File: src/hdl/mtet_pkg.sv
// Shared types and codes for the multi-timer expiry table.
`timescale 1ns / 1ps
`default_nettype none
package mtet_pkg;

	localparam logic OP_ADD  = 1'b0;
	localparam logic OP_TICK = 1'b1;

	localparam logic [1:0] KIND_ADD_OK   = 2'd0;
	localparam logic [1:0] KIND_ADD_FULL = 2'd1;
	localparam logic [1:0] KIND_FIRED    = 2'd2;

	localparam int NOW_W    = 48;
	localparam int PERIOD_W = 32;
	localparam int EXPIRY_W = 49;
	localparam int TAG_W    = 32;
	localparam int LIVE_W   = 5;

	typedef struct packed {
		logic                periodic;
		logic [PERIOD_W-1:0] period;
		logic [EXPIRY_W-1:0] expiry;
		logic [TAG_W-1:0]    tag;
	} entry_t;

	typedef struct packed {
		logic shift_up;
		logic shift_down;
		logic insert;
	} cell_ctl_t;

	typedef enum logic [1:0] {
		ST_IDLE,
		ST_ADD,
		ST_DRAIN,
		ST_FLUSH
	} state_t;

endpackage
`default_nettype wire

File: src/hdl/mtet_cell.sv
// One timer slot of the chain: holds, takes from either neighbor, or takes the head entry.
`timescale 1ns / 1ps
`default_nettype none
module mtet_cell #(
	parameter int IDX   = 0,
	parameter int CNT_W = 5
) (
	input  wire                      clk,
	input  wire mtet_pkg::cell_ctl_t ctl,
	input  wire [CNT_W-1:0]          ins_pos,
	input  wire mtet_pkg::entry_t    prev_entry,
	input  wire mtet_pkg::entry_t    next_entry,
	input  wire mtet_pkg::entry_t    head_entry,
	output mtet_pkg::entry_t         entry
);

	mtet_pkg::entry_t entry_q;

	always_ff @(posedge clk) begin
		if (ctl.shift_up) begin
			entry_q <= prev_entry;
		end else if (ctl.shift_down) begin
			if (ctl.insert && (ins_pos == CNT_W'(IDX))) begin
				entry_q <= head_entry;
			end else begin
				entry_q <= next_entry;
			end
		end
	end

	assign entry = entry_q;

endmodule
`default_nettype wire

File: src/hdl/multi_timer_expiry_table_core.sv
// Top level of the multi-timer expiry table: slot chain plus sequencing control.
//
// Input channel s_*: one transfer is an add (tuser 0) or a tick (tuser 1).
// Output channel m_*: status and fired-timer results, tlast on the final
// result caused by an input transfer.
// Timers sit in a chain of slots, newest in slot 0.
// An add is accepted; once the output register is free, the chain shifts by
// one slot (not when full) and the status result goes into the output register.
// A tick walks the chain: each cycle that no stall holds it, the head slot is
// checked against now, the chain shifts toward the head, and a kept timer
// (periodic ones rearmed) is written back behind the unchecked ones; while the
// output is not stalled, one fired result per cycle.
// Fired results pass through a one-entry holding register so tlast can be set
// once the walk ends.
// A new input is taken only when the previous one is fully done.
// When the receiver holds tready low, the walk stops at the next due timer
// and the output register keeps its transfer.
// Reset empties the table; slot contents need no clearing.
`timescale 1ns / 1ps
`default_nettype none
module multi_timer_expiry_table_core #(
	parameter int TIMERS = 16
) (
	input  wire         clk,
	input  wire         arst_n,
	input  wire         s_tvalid,
	output logic        s_tready,
	input  wire [119:0] s_tdata,  // now_ms[47:0], period_ms[79:48], periodic[80], tag[112:81]
	input  wire         s_tuser,  // op
	output logic        m_tvalid,
	input  wire         m_tready,
	output logic [39:0] m_tdata,  // fired_tag[31:0], live_timers[36:32]
	output logic [1:0]  m_tuser,  // kind
	output logic        m_tlast
);

	localparam int CW = $clog2(TIMERS + 1);

	mtet_pkg::state_t state_q, state_d;

	logic [mtet_pkg::NOW_W-1:0]    now_q;
	logic [mtet_pkg::PERIOD_W-1:0] period_q;
	logic                          periodic_q;
	logic [mtet_pkg::TAG_W-1:0]    tag_q;

	logic [CW-1:0] count_q;
	logic [CW-1:0] rem_q;
	logic [CW-1:0] live_q;

	logic                       pend_valid_q;
	logic [mtet_pkg::TAG_W-1:0] pend_tag_q;
	logic [CW-1:0]              pend_live_q;

	logic        out_valid_q;
	logic [31:0] out_tag_q;
	logic [4:0]  out_live_q;
	logic [1:0]  out_kind_q;
	logic        out_last_q;

	mtet_pkg::entry_t cell_out [TIMERS];
	mtet_pkg::entry_t prev_w   [TIMERS];
	mtet_pkg::entry_t next_w   [TIMERS];
	mtet_pkg::entry_t new_entry;
	mtet_pkg::entry_t head;
	mtet_pkg::entry_t head_ins;
	mtet_pkg::cell_ctl_t ctl;

	logic                          out_free;
	logic                          accept;
	logic                          full;
	logic                          head_due;
	logic                          remove;
	logic [mtet_pkg::EXPIRY_W-1:0] now_ext;
	logic [mtet_pkg::EXPIRY_W-1:0] rearm;
	logic [CW-1:0]                 live_new;
	logic [CW-1:0]                 ins_pos;
	logic                          do_step;
	logic                          emit;
	logic [1:0]                    emit_kind;
	logic [31:0]                   emit_tag;
	logic                          emit_last;
	logic [CW-1:0]                 emit_live;

	assign out_free = !out_valid_q || m_tready;
	assign s_tready = (state_q == mtet_pkg::ST_IDLE);
	assign accept   = s_tvalid && s_tready;
	assign full     = (count_q == CW'(TIMERS));

	assign now_ext  = {1'b0, now_q};
	assign head     = cell_out[0];
	assign head_due = (head.expiry <= now_ext);
	assign rearm    = now_ext + {{(mtet_pkg::EXPIRY_W - mtet_pkg::PERIOD_W){1'b0}}, head.period};
	assign remove   = head_due && !head.periodic;
	assign live_new = live_q - CW'(remove);
	assign ins_pos  = live_q - CW'(1);

	always_comb begin
		new_entry.periodic = periodic_q;
		new_entry.period   = period_q;
		new_entry.expiry   = now_ext
			+ {{(mtet_pkg::EXPIRY_W - mtet_pkg::PERIOD_W){1'b0}}, period_q};
		new_entry.tag      = tag_q;
		head_ins           = head;
		if (head_due) begin
			head_ins.expiry = rearm;
		end
	end

	// slot chain
	for (genvar i = 0; i < TIMERS; i++) begin : g_cell
		if (i == 0) begin : g_first
			assign prev_w[i] = new_entry;
		end else begin : g_mid
			assign prev_w[i] = cell_out[i-1];
		end
		if (i == TIMERS - 1) begin : g_last
			assign next_w[i] = cell_out[i];
		end else begin : g_inner
			assign next_w[i] = cell_out[i+1];
		end
		mtet_cell #(
			.IDX   (i),
			.CNT_W (CW)
		) u_cell (
			.clk        (clk),
			.ctl        (ctl),
			.ins_pos    (ins_pos),
			.prev_entry (prev_w[i]),
			.next_entry (next_w[i]),
			.head_entry (head_ins),
			.entry      (cell_out[i])
		);
	end

	always_ff @(posedge clk or negedge arst_n) begin
		if (!arst_n) begin
			state_q <= mtet_pkg::ST_IDLE;
		end else begin
			state_q <= state_d;
		end
	end

	always_comb begin
		state_d        = state_q;
		ctl            = '0;
		do_step        = 1'b0;
		emit           = 1'b0;
		emit_kind      = mtet_pkg::KIND_FIRED;
		emit_tag       = pend_tag_q;
		emit_last      = 1'b0;
		emit_live      = pend_live_q;
		unique case (state_q)
			mtet_pkg::ST_IDLE: begin
				if (s_tvalid) begin
					state_d = (s_tuser == mtet_pkg::OP_ADD) ? mtet_pkg::ST_ADD
						: mtet_pkg::ST_DRAIN;
				end
			end
			mtet_pkg::ST_ADD: begin
				if (out_free) begin
					emit      = 1'b1;
					emit_tag  = tag_q;
					emit_last = 1'b1;
					if (full) begin
						emit_kind = mtet_pkg::KIND_ADD_FULL;
						emit_live = count_q;
					end else begin
						emit_kind    = mtet_pkg::KIND_ADD_OK;
						emit_live    = count_q + CW'(1);
						ctl.shift_up = 1'b1;
					end
					state_d = mtet_pkg::ST_IDLE;
				end
			end
			mtet_pkg::ST_DRAIN: begin
				if (rem_q == '0) begin
					state_d = mtet_pkg::ST_FLUSH;
				end else if (!(head_due && pend_valid_q && !out_free)) begin
					do_step        = 1'b1;
					ctl.shift_down = 1'b1;
					ctl.insert     = !remove;
					emit           = head_due && pend_valid_q;
				end
			end
			mtet_pkg::ST_FLUSH: begin
				if (!pend_valid_q) begin
					state_d = mtet_pkg::ST_IDLE;
				end else if (out_free) begin
					emit      = 1'b1;
					emit_last = 1'b1;
					state_d   = mtet_pkg::ST_IDLE;
				end
			end
			default: state_d = mtet_pkg::ST_IDLE;
		endcase
	end

	// input item capture
	always_ff @(posedge clk) begin
		if (accept) begin
			now_q      <= s_tdata[47:0];
			period_q   <= s_tdata[79:48];
			periodic_q <= s_tdata[80];
			tag_q      <= s_tdata[112:81];
		end
	end

	// counters and pending fired result
	always_ff @(posedge clk or negedge arst_n) begin
		if (!arst_n) begin
			count_q      <= '0;
			rem_q        <= '0;
			live_q       <= '0;
			pend_valid_q <= 1'b0;
		end else begin
			if (accept) begin
				rem_q  <= count_q;
				live_q <= count_q;
			end
			if (ctl.shift_up) begin
				count_q <= count_q + CW'(1);
			end
			if (do_step) begin
				rem_q  <= rem_q - CW'(1);
				live_q <= live_new;
				if (head_due) begin
					pend_valid_q <= 1'b1;
				end
			end
			if (state_q == mtet_pkg::ST_DRAIN && rem_q == '0) begin
				count_q <= live_q;
			end
			if (state_q == mtet_pkg::ST_FLUSH && emit) begin
				pend_valid_q <= 1'b0;
			end
		end
	end

	always_ff @(posedge clk) begin
		if (do_step && head_due) begin
			pend_tag_q  <= head.tag;
			pend_live_q <= live_new;
		end
	end

	// output register
	always_ff @(posedge clk or negedge arst_n) begin
		if (!arst_n) begin
			out_valid_q <= 1'b0;
		end else if (emit) begin
			out_valid_q <= 1'b1;
		end else if (m_tready) begin
			out_valid_q <= 1'b0;
		end
	end

	always_ff @(posedge clk) begin
		if (emit) begin
			out_kind_q <= emit_kind;
			out_tag_q  <= emit_tag;
			out_last_q <= emit_last;
			out_live_q <= 5'(emit_live);
		end
	end

	assign m_tvalid = out_valid_q;
	assign m_tdata  = {3'b000, out_live_q, out_tag_q};
	assign m_tuser  = out_kind_q;
	assign m_tlast  = out_last_q;

endmodule
`default_nettype wire

File: config.mk
export PLATFORM = sky130hd
export DESIGN_NAME = multi_timer_expiry_table_core
export DESIGN_NICKNAME = d
export VERILOG_FILES = /design/src/hdl/mtet_pkg.sv /design/src/hdl/mtet_cell.sv /design/src/hdl/multi_timer_expiry_table_core.sv
export SDC_FILE = /design/constraint.sdc
export NUM_CORES = 2
export LEC_CHECK = 0
export BUFFER_PORTS_ARGS = -buffer_cell sky130_fd_sc_hd__buf_4
export CAP_MARGIN = 5
export CORE_MARGIN = 5
export CORE_UTILIZATION = 40
export DETAILED_ROUTE_END_ITERATION = 8
export PLACE_DENSITY = 0.64
export SYNTH_ARGS = -nofsm -noshare
export SYNTH_HDL_FRONTEND = slang
export SYNTH_SLANG_ARGS = --single-unit
export TNS_END_PERCENT = 10
File: constraint.sdc
create_clock -name clk -period 118 [get_ports clk]
set_input_delay 5.9 -clock clk [delete_from_list [all_inputs] [get_ports clk]]
set_output_delay 5.9 -clock clk [all_outputs]
set_load 0.01 [all_outputs]
Yosys cells after proc, flatten, opt, wreduce, memory -nomap -nowiden
Index checks and enable logic that the tools add are counted.
{"block": "op_classes", "addsub": 6, "mux": 86, "order_cmp": 1, "n_eq_ne": 22, "reduce_logical": 43}
{"op": "$mux W114", "count": 48}
{"op": "$add A48 B32 Y49", "count": 2}
{"op": "$mux W32", "count": 2}
{"op": "$le A49 B48 Y1", "count": 1}
{"op": "$mux W49", "count": 1}
{"op": "$eq A5 B4 Y1 const B", "count": 8}
{"op": "$mux W5", "count": 8}
{"op": "$logic_and A1 B1 Y1", "count": 23}
{"op": "$eq A5 B3 Y1 const B", "count": 4}
{"op": "$mux W1", "count": 16}
{"op": "$mux W2", "count": 8}
{"op": "$reduce_bool A2 Y1", "count": 7}
{"op": "$eq A5 B2 Y1 const B", "count": 2}
{"op": "$logic_not A5 Y1", "count": 2}
{"op": "$reduce_and A2 Y1", "count": 5}
{"op": "$sub A5 B1 Y5 const B", "count": 2}
{"op": "$pmux W2 S4", "count": 1}
{"op": "$ne A2 B2 Y1 const B", "count": 3}
{"op": "$add A5 B1 Y5 const B", "count": 1}
{"op": "$eq A5 B1 Y1 const B", "count": 1}
{"op": "$eq A5 B5 Y1 const B", "count": 1}
{"op": "$sub A5 B1 Y5", "count": 1}
{"op": "$eq A2 B2 Y1 const B", "count": 2}
{"op": "$logic_not A1 Y1", "count": 4}
{"op": "other kinds (5)", "count": 5}
{"block": "totals", "ff_bits": 2033, "elab_cells": 238}

Depth between registers and ports, before layout
{"block": "depth", "depth_word": 11, "mapped_depth": 19}

Modules after synthesis
A second synthesis with hierarchy kept.
{"block": "hier_totals", "cells_unflattened": 11603, "hier_area_um2": 115230.5}
{"module": "mtet_cell (g_cell[10].u_cell ...)", "cells_each": 650, "area_per_inst_um2": 6409.9, "n_inst": 4}
{"module": "multi_timer_expiry_table_core", "cells_each": 1203, "area_per_inst_um2": 12907.4, "n_inst": 1}
{"module": "mtet_cell (g_cell[1].u_cell ...)", "cells_each": 650, "area_per_inst_um2": 6419.9, "n_inst": 2}
{"module": "mtet_cell (g_cell[13].u_cell ...)", "cells_each": 650, "area_per_inst_um2": 6407.4, "n_inst": 2}
{"module": "mtet_cell (g_cell[4].u_cell ...)", "cells_each": 650, "area_per_inst_um2": 6394.9, "n_inst": 2}
{"module": "mtet_cell (g_cell[11].u_cell ...)", "cells_each": 650, "area_per_inst_um2": 6362.4, "n_inst": 2}
{"module": "mtet_cell (g_cell[0].u_cell)", "cells_each": 650, "area_per_inst_um2": 6391.1, "n_inst": 1}
{"module": "mtet_cell (g_cell[12].u_cell)", "cells_each": 650, "area_per_inst_um2": 6386.1, "n_inst": 1}
{"module": "mtet_cell (g_cell[3].u_cell)", "cells_each": 650, "area_per_inst_um2": 6377.4, "n_inst": 1}
{"module": "mtet_cell (g_cell[15].u_cell)", "cells_each": 650, "area_per_inst_um2": 6359.8, "n_inst": 1}

Worst setup path after synthesis
OpenSTA, ideal clock, no wires.
{"block": "synth_timing", "path_type": "input-to-reg", "from": "input m_tready", "to": "register g_cell[0].u_cell.entry_q, in the netlist g_cell[0].u_cell.entry[32] (enable)", "arrival_ns": 33.932, "setup_ns": 11.078, "cell_stages": 9, "path_slack_ns": 72.989, "required_time_ns": 106.922, "n_path_buf": 5, "cell_sequence": "nand2b_1 -> nand2_1 -> or3_1 -> clkbuf_1 -> clkbuf_1 -> clkbuf_1 -> clkbuf_1 -> clkbuf_1 -> nand2_1"}
{"block": "synth_between", "elab_chain_cells": 7, "word_cells_on_any_way": 9, "classes_between": "mux: 5; reduce/logical: 4"}
{"item": "from (decl)", "line": "multi_timer_expiry_table_core.sv:31", "rtl": "input wire m_tready,"}
{"item": "$logic_or A1 B1 Y1 *", "line": "multi_timer_expiry_table_core.sv:84", "rtl": "assign out_free = !out_valid_q || m_tready;"}
{"item": "$logic_not A1 Y1", "line": "multi_timer_expiry_table_core.sv:178", "rtl": "end else if (!(head_due && pend_valid_q && !out_free)) begin"}
{"item": "$logic_and A1 B1 Y1", "line": "multi_timer_expiry_table_core.sv:178"}
{"item": "$mux W2", "line": "multi_timer_expiry_table_core.sv:178"}
{"item": "$mux W2", "line": "multi_timer_expiry_table_core.sv:176", "rtl": "if (rem_q == '0) begin"}
{"item": "$mux W2", "line": "multi_timer_expiry_table_core.sv:152", "rtl": "unique case (state_q)"}
{"item": "$reduce_bool A2 Y1 (no source line) *"}
{"item": "to (signal assigned)", "line": "mtet_cell.sv:21", "rtl": "entry_q <= prev_entry;"}
{"item": "to (signal assigned)", "line": "mtet_cell.sv:24", "rtl": "entry_q <= head_entry;"}
{"item": "to (signal assigned)", "line": "mtet_cell.sv:26", "rtl": "entry_q <= next_entry;"}
{"item": "to (decl)", "line": "mtet_cell.sv:17", "rtl": "mtet_pkg::entry_t entry_q;"}
Mark *: on every way between the ends. The rest lies on a longest branch, timed or not.
A chain may end at the register's enable or synchronous reset.

Final worst setup path
{"block": "layout_timing", "from": "input m_tready", "to": "register g_cell[6].u_cell.entry_q, in the netlist g_cell[6].u_cell.entry[21], data pin"}
{"block": "layout_between", "elab_chain_cells": 10, "word_cells_on_any_way": 12, "classes_between": "mux: 8; reduce/logical: 4"}
{"item": "$logic_or A1 B1 Y1 *", "line": "multi_timer_expiry_table_core.sv:84"}
{"item": "$logic_not A1 Y1", "line": "multi_timer_expiry_table_core.sv:178"}
{"item": "$logic_and A1 B1 Y1", "line": "multi_timer_expiry_table_core.sv:178"}
{"item": "$mux W2", "line": "multi_timer_expiry_table_core.sv:178"}
{"item": "$mux W2", "line": "multi_timer_expiry_table_core.sv:176"}
{"item": "$mux W2", "line": "multi_timer_expiry_table_core.sv:152"}
{"item": "$logic_and A1 B1 Y1", "line": "mtet_cell.sv:23", "rtl": "if (ctl.insert && (ins_pos == CNT_W'(IDX))) begin"}
{"item": "$mux W114", "line": "mtet_cell.sv:23"}
{"item": "$mux W114", "line": "mtet_cell.sv:22", "rtl": "end else if (ctl.shift_down) begin"}
{"item": "$mux W114 *", "line": "mtet_cell.sv:20", "rtl": "if (ctl.shift_up) begin"}
{"item": "to (signal assigned)", "line": "mtet_cell.sv:21"}
{"item": "to (signal assigned)", "line": "mtet_cell.sv:24"}
{"item": "to (signal assigned)", "line": "mtet_cell.sv:26"}
{"item": "to (decl)", "line": "mtet_cell.sv:17"}
Mark *: on every way between the ends. The rest lies on a longest branch, timed or not. The select of a mux whose other input is x is not followed.

==> out/results.txt <==
Capturing element type of the critical path: a flop. Entering global routing, the biggest net connects 312 pins. The H-tree was split into 4 levels.

The tree is rooted in a sky130_fd_sc_hd__clkbuf_16. STA classifies the critical path startpoint as an input pin. TritonCTS built the clock tree. After detailed routing, the number of vias per cell comes to 5.901.

The number of cells on the worst reg-to-reg path works out to 14. The count of endpoints failing setup in the final report was 0; the synthesized instance count was 10760. On the final layout, the worst hold slack is 524.7 ps. The run finished, with violations left. The number of max-cap violations was 0; the worst endpoint required time was 118720 ps. The starting utilization of the core area is 40.15%. The worst register-to-register path ends at g_cell[13].u_cell.entry[104]. The share of synthesized area in the top cell type comes to 58.73%. The clock slew seen by the registers of the worst setup and hold paths came out at 60 ps.

The max-slew violation count was 41. The worst setup path is of the input pin to flop kind. The maximum buffer depth of the clock tree is 3, and the overall die area is 267700 sq um. The detailed router finished its first iteration with 10780 violations.

Cts-stage hold buffer count: 0. Critical path's largest stage delay: 930 ps. Net switching power: 1.452 mW.

The proportion of synthesized chip area in sequential cells came out at 59.19%. The via total after detailed routing came out at 82400. The area occupied by multi-input gates is 38200 sq um. Ranked by total cell area, the synthesized netlist is headed by sky130_fd_sc_hd__edfxtp_1 59%, sky130_fd_sc_hd__nand2_1 11%, sky130_fd_sc_hd__nor2_1 5.8%, sky130_fd_sc_hd__a31oi_1 5.6%, sky130_fd_sc_hd__o21ai_0 2.9%. 170 I/O pins were placed. Share of power burned in registers: 46.7%. In the final layout, flip-flops and latches occupy 60950 sq um.

In this design, the critical path's most frequently occurring cell is sky130_fd_sc_hd__buf_4. Of the total power, the share spent switching nets is 39.55%. The final net count came out at 10640. The part of the power in combinational logic is 34.6%, and the largest driver fanout on the critical path is 311.

Of all cell types, the one taking the most synthesized area is sky130_fd_sc_hd__edfxtp_1. The worst clock skew is 121.1 ps. The area added between synthesis and finish is 10.10%. The signal on the critical path passes through buf_4 -> nand2b_1 -> nand2_1 -> or3_4 -> buf_12 -> buf_4 -> buf_4 -> buf_4 -> buf_12 -> nor2_1 -> a31oi_1. The worst hold path passes through 2 cells. The post-cts repair resize count came out at 0.

The floorplan has 186 rows. For hold timing, the worst endpoint is g_cell[1].u_cell.entry[93]. Detailed placement finished with a half-perimeter wire length of 172700 um.

VDD sags by at most 0.05414 mV. After filler insertion, the fill cell instance count of the layout stands at 23950. Static timing analysis puts the maximum clock frequency at 86.45 MHz. In the final layout, the share of cells above drive strength 1 is 6.949%. The main flop type after synthesis was sky130_fd_sc_hd__edfxtp_1. The period utilization works out to 9.803%. The largest individual stage delay along the critical path comes from the cell sky130_fd_sc_hd__buf_4. The power per unit of standard cell area is 32.38 nW/um^2. The count of nets left with antenna violations after detail routing is 0. For this run the aggregate overflow at the end of global routing stands at 0.

The tools report the number of post-CTS setup repair buffers as 0. The number of CTS-inserted buffers is 219. The total DRC errors in the routed layout is 0. The die outline width is 517.4 um, and the sum of negative setup slack is 0 ps.

The min-delay analysis places its worst path in the category flop to flop. The synthesized netlist occupies a cell area of 103000 sq um. Data arrives at the worst endpoint at 12280 ps.

Number of antenna violations at the first check in global routing: 5. The tools report the all-layer global routing usage as 22.39%. The run gives -1.052% as the worst relative slew slack. The tools report the start of the worst register-to-register path as now_q[32]. Yosys mapped the design onto 86 distinct sky130hd cell types. The count of TritonRoute iterations in the first routing pass is 9, and the count of final hold-check violations is 0.

The post-synthesis sequential element count is 2033. The later-pin clock latency in the skew report came out at 920 ps. During placement, the flow inserted port buffers numbering 159.

The analysis attributes to cell leakage a power of 41.46 nW. For this run, asynchronously set or reset flops after synthesis account for 0.9346%. Vertical die dimension: 517.4 um. The worst hold path begins at g_cell[2].u_cell.entry[93]. The clock drives 2033 sinks. Counting flops with a built-in enable in the synthesized netlist gives 2014. The clock network burns 18.7% of the power.

The minimum clock period is 11570 ps, and the detail-routed net length per standard cell is 22.33 um. The first global-routing pass estimated 470800 um of wire. The Yosys step of the flow raised 0 warnings. Dividing the synthesized area by the synthesized cell count gives 9.567 sq um.

In this run the standard cell core region covers 256500 sq um. Cell internal power was estimated by the tool at 2.219 mW. Final estimated routing congestion in global placement: 0.8799. The final reports fail on max-slew violations. The tools report the number of global-route vias before repair as 77150. Setup repair after global routing left no endpoint under its margin. At the pin with the least slew margin, the transition time is 1516 ps. For this block, the routed nets add up to 311800 um of wire.

The setup check on the worst reg-to-reg path leaves a slack of 109080 ps.
-- worst max path at each step --
stage	startpoint	endpoint	slack (ps)
CTS	m_tready	g_cell[14].u_cell.entry[59]	107030
global route	m_tready	g_cell[10].u_cell.entry[24]	106270
floorplan	m_tready	g_cell[0].u_cell.entry[32]	72990
detailed placement	m_tready	g_cell[13].u_cell.entry[24]	106130
global placement	m_tready	g_cell[14].u_cell.entry[25]	106280
finish	m_tready	g_cell[6].u_cell.entry[21]	106430
-- layout make-up --
class                   instances  area share (%)
inverters                      77          0.2549
diodes                          2        0.004414
repair buffers                314           2.311
well taps                    3384           3.734
multi-input cells            7746           33.69
clock inverters               152           1.269
flip-flops and latches       2033           53.76
clock buffers                 255           4.972
-- per-layer routing --
layer	GRT usage, %	wire, um
met1	30.50	126500
met2	35.37	141200
met3	3.673	28790
met4	9.888	15290
met5	0	0
-- per-stage QoR --
step | worst slack (ps) | cell area, sq um | power (mW) | std cells | util [%]
floorplan | 72990 | 103000 | 3.528 | 10770 | -
global placement | 106280 | 106300 | 2.907 | 13550 | 41.44
detailed placement | 106130 | 106300 | 2.977 | 13550 | 41.44
CTS | 107030 | 113400 | 3.668 | 13960 | 44.20
global route | 106270 | 113400 | 3.881 | 13960 | 44.21
finish | 106430 | 113400 | 3.671 | 13960 | 44.21
-- synthesized netlist by cell type, types with 69 or more instances --
master	n
sky130_fd_sc_hd__o21ai_1	107
sky130_fd_sc_hd__nor2_1	1602
sky130_fd_sc_hd__inv_1	77
sky130_fd_sc_hd__clkbuf_1	684
sky130_fd_sc_hd__buf_2	146
sky130_fd_sc_hd__ha_1	117
sky130_fd_sc_hd__o22ai_1	71
sky130_fd_sc_hd__edfxtp_1	2014
sky130_fd_sc_hd__a31oi_1	916
sky130_fd_sc_hd__nand2_1	2958
sky130_fd_sc_hd__o21ai_0	587
sky130_fd_sc_hd__nand3_1	138
sky130_fd_sc_hd__a21oi_1	513
sky130_fd_sc_hd__o211ai_1	69
-- logic make-up (layout without fill, tap and decap cells) --
logic type / Yosys count / in the layout / share of synthesized area, %
compound gates: 2620 / 2620 / 15.51
buf+inv: 987 / 798 / 4.113
other cells: 1 / 5 / 0.003642
mux: 75 / 75 / 0.7715
simple gates: 4841 / 4841 / 18.20
fa+ha+maj: 119 / 119 / 1.460
flops: 2033 / 2033 / 59.19
xor+xnor: 88 / 88 / 0.7485
-- power groups by stage --
stage | registers (mW) | logic (mW) | clock network [mW]
3_5_place_dp | 1.72 | 1.26 | 0
5_1_grt | 1.76 | 1.40 | 0.727
3_3_place_gp | 1.70 | 1.21 | 0
4_1_cts | 1.71 | 1.26 | 0.696
6_report | 1.71 | 1.27 | 0.688
2_1_floorplan | 2.61 | 0.920 | 0
-- sequential cells by signal (all words and copies together), names as in the netlist --
name	cells
g_cell.u_cell.entry	1824
now_q	48
out_tag_q	32
pend_tag_q	32
period_q	32
tag_q	32
count_q	5
live_q	5
out_live_q	5
pend_live_q	5
rem_q	5
m_tuser	2
state_q	2
m_tlast	1
m_tvalid	1
pend_valid_q	1
periodic_q	1
-- placed cells by master, fill, tap and decap left out, types with 13 or more instances in the layout --
cell type / Yosys / routed
sky130_fd_sc_hd__clkbuf_1: 684 / 35
sky130_fd_sc_hd__dfrtp_1: 19 / 19
sky130_fd_sc_hd__a211oi_1: 64 / 64
sky130_fd_sc_hd__a2111oi_4: 11 / 15
sky130_fd_sc_hd__a22oi_1: 34 / 34
sky130_fd_sc_hd__clkinv_1: 0 / 63
sky130_fd_sc_hd__nand2_1: 2958 / 2956
sky130_fd_sc_hd__edfxtp_1: 2014 / 2014
sky130_fd_sc_hd__nor2_1: 1602 / 1597
sky130_fd_sc_hd__o21ai_0: 587 / 586
sky130_fd_sc_hd__or3_1: 14 / 13
sky130_fd_sc_hd__a221o_1: 14 / 14
sky130_fd_sc_hd__mux2_2: 35 / 35
sky130_fd_sc_hd__o2111ai_4: 0 / 15
sky130_fd_sc_hd__and3_1: 36 / 36
sky130_fd_sc_hd__nand4_1: 15 / 15
sky130_fd_sc_hd__a221oi_1: 62 / 62
sky130_fd_sc_hd__nand2b_1: 16 / 16
sky130_fd_sc_hd__inv_1: 77 / 77
sky130_fd_sc_hd__o22ai_1: 71 / 71
sky130_fd_sc_hd__buf_12: 1 / 21
sky130_fd_sc_hd__clkbuf_16: 0 / 220
sky130_fd_sc_hd__o21ai_1: 107 / 107
sky130_fd_sc_hd__clkinv_2: 0 / 47
sky130_fd_sc_hd__a31oi_1: 916 / 916
sky130_fd_sc_hd__xor2_1: 33 / 33
sky130_fd_sc_hd__a21o_1: 56 / 56
sky130_fd_sc_hd__bufinv_16: 0 / 16
sky130_fd_sc_hd__a21oi_1: 513 / 513
sky130_fd_sc_hd__mux2i_1: 40 / 38
sky130_fd_sc_hd__o211ai_1: 69 / 69
sky130_fd_sc_hd__buf_4: 8 / 293
sky130_fd_sc_hd__nand3_1: 138 / 137
sky130_fd_sc_hd__ha_1: 117 / 117
sky130_fd_sc_hd__xnor2_1: 55 / 54
-- critical path, delay by kind of cell --
kind                   cells  cell delay, ps
AND/OR/NAND/NOR            4             810
AO/OA/AOI/OAI              1             200
buffers and inverters      6            4150
No activity file was read; power rests on OpenSTA's default activity.
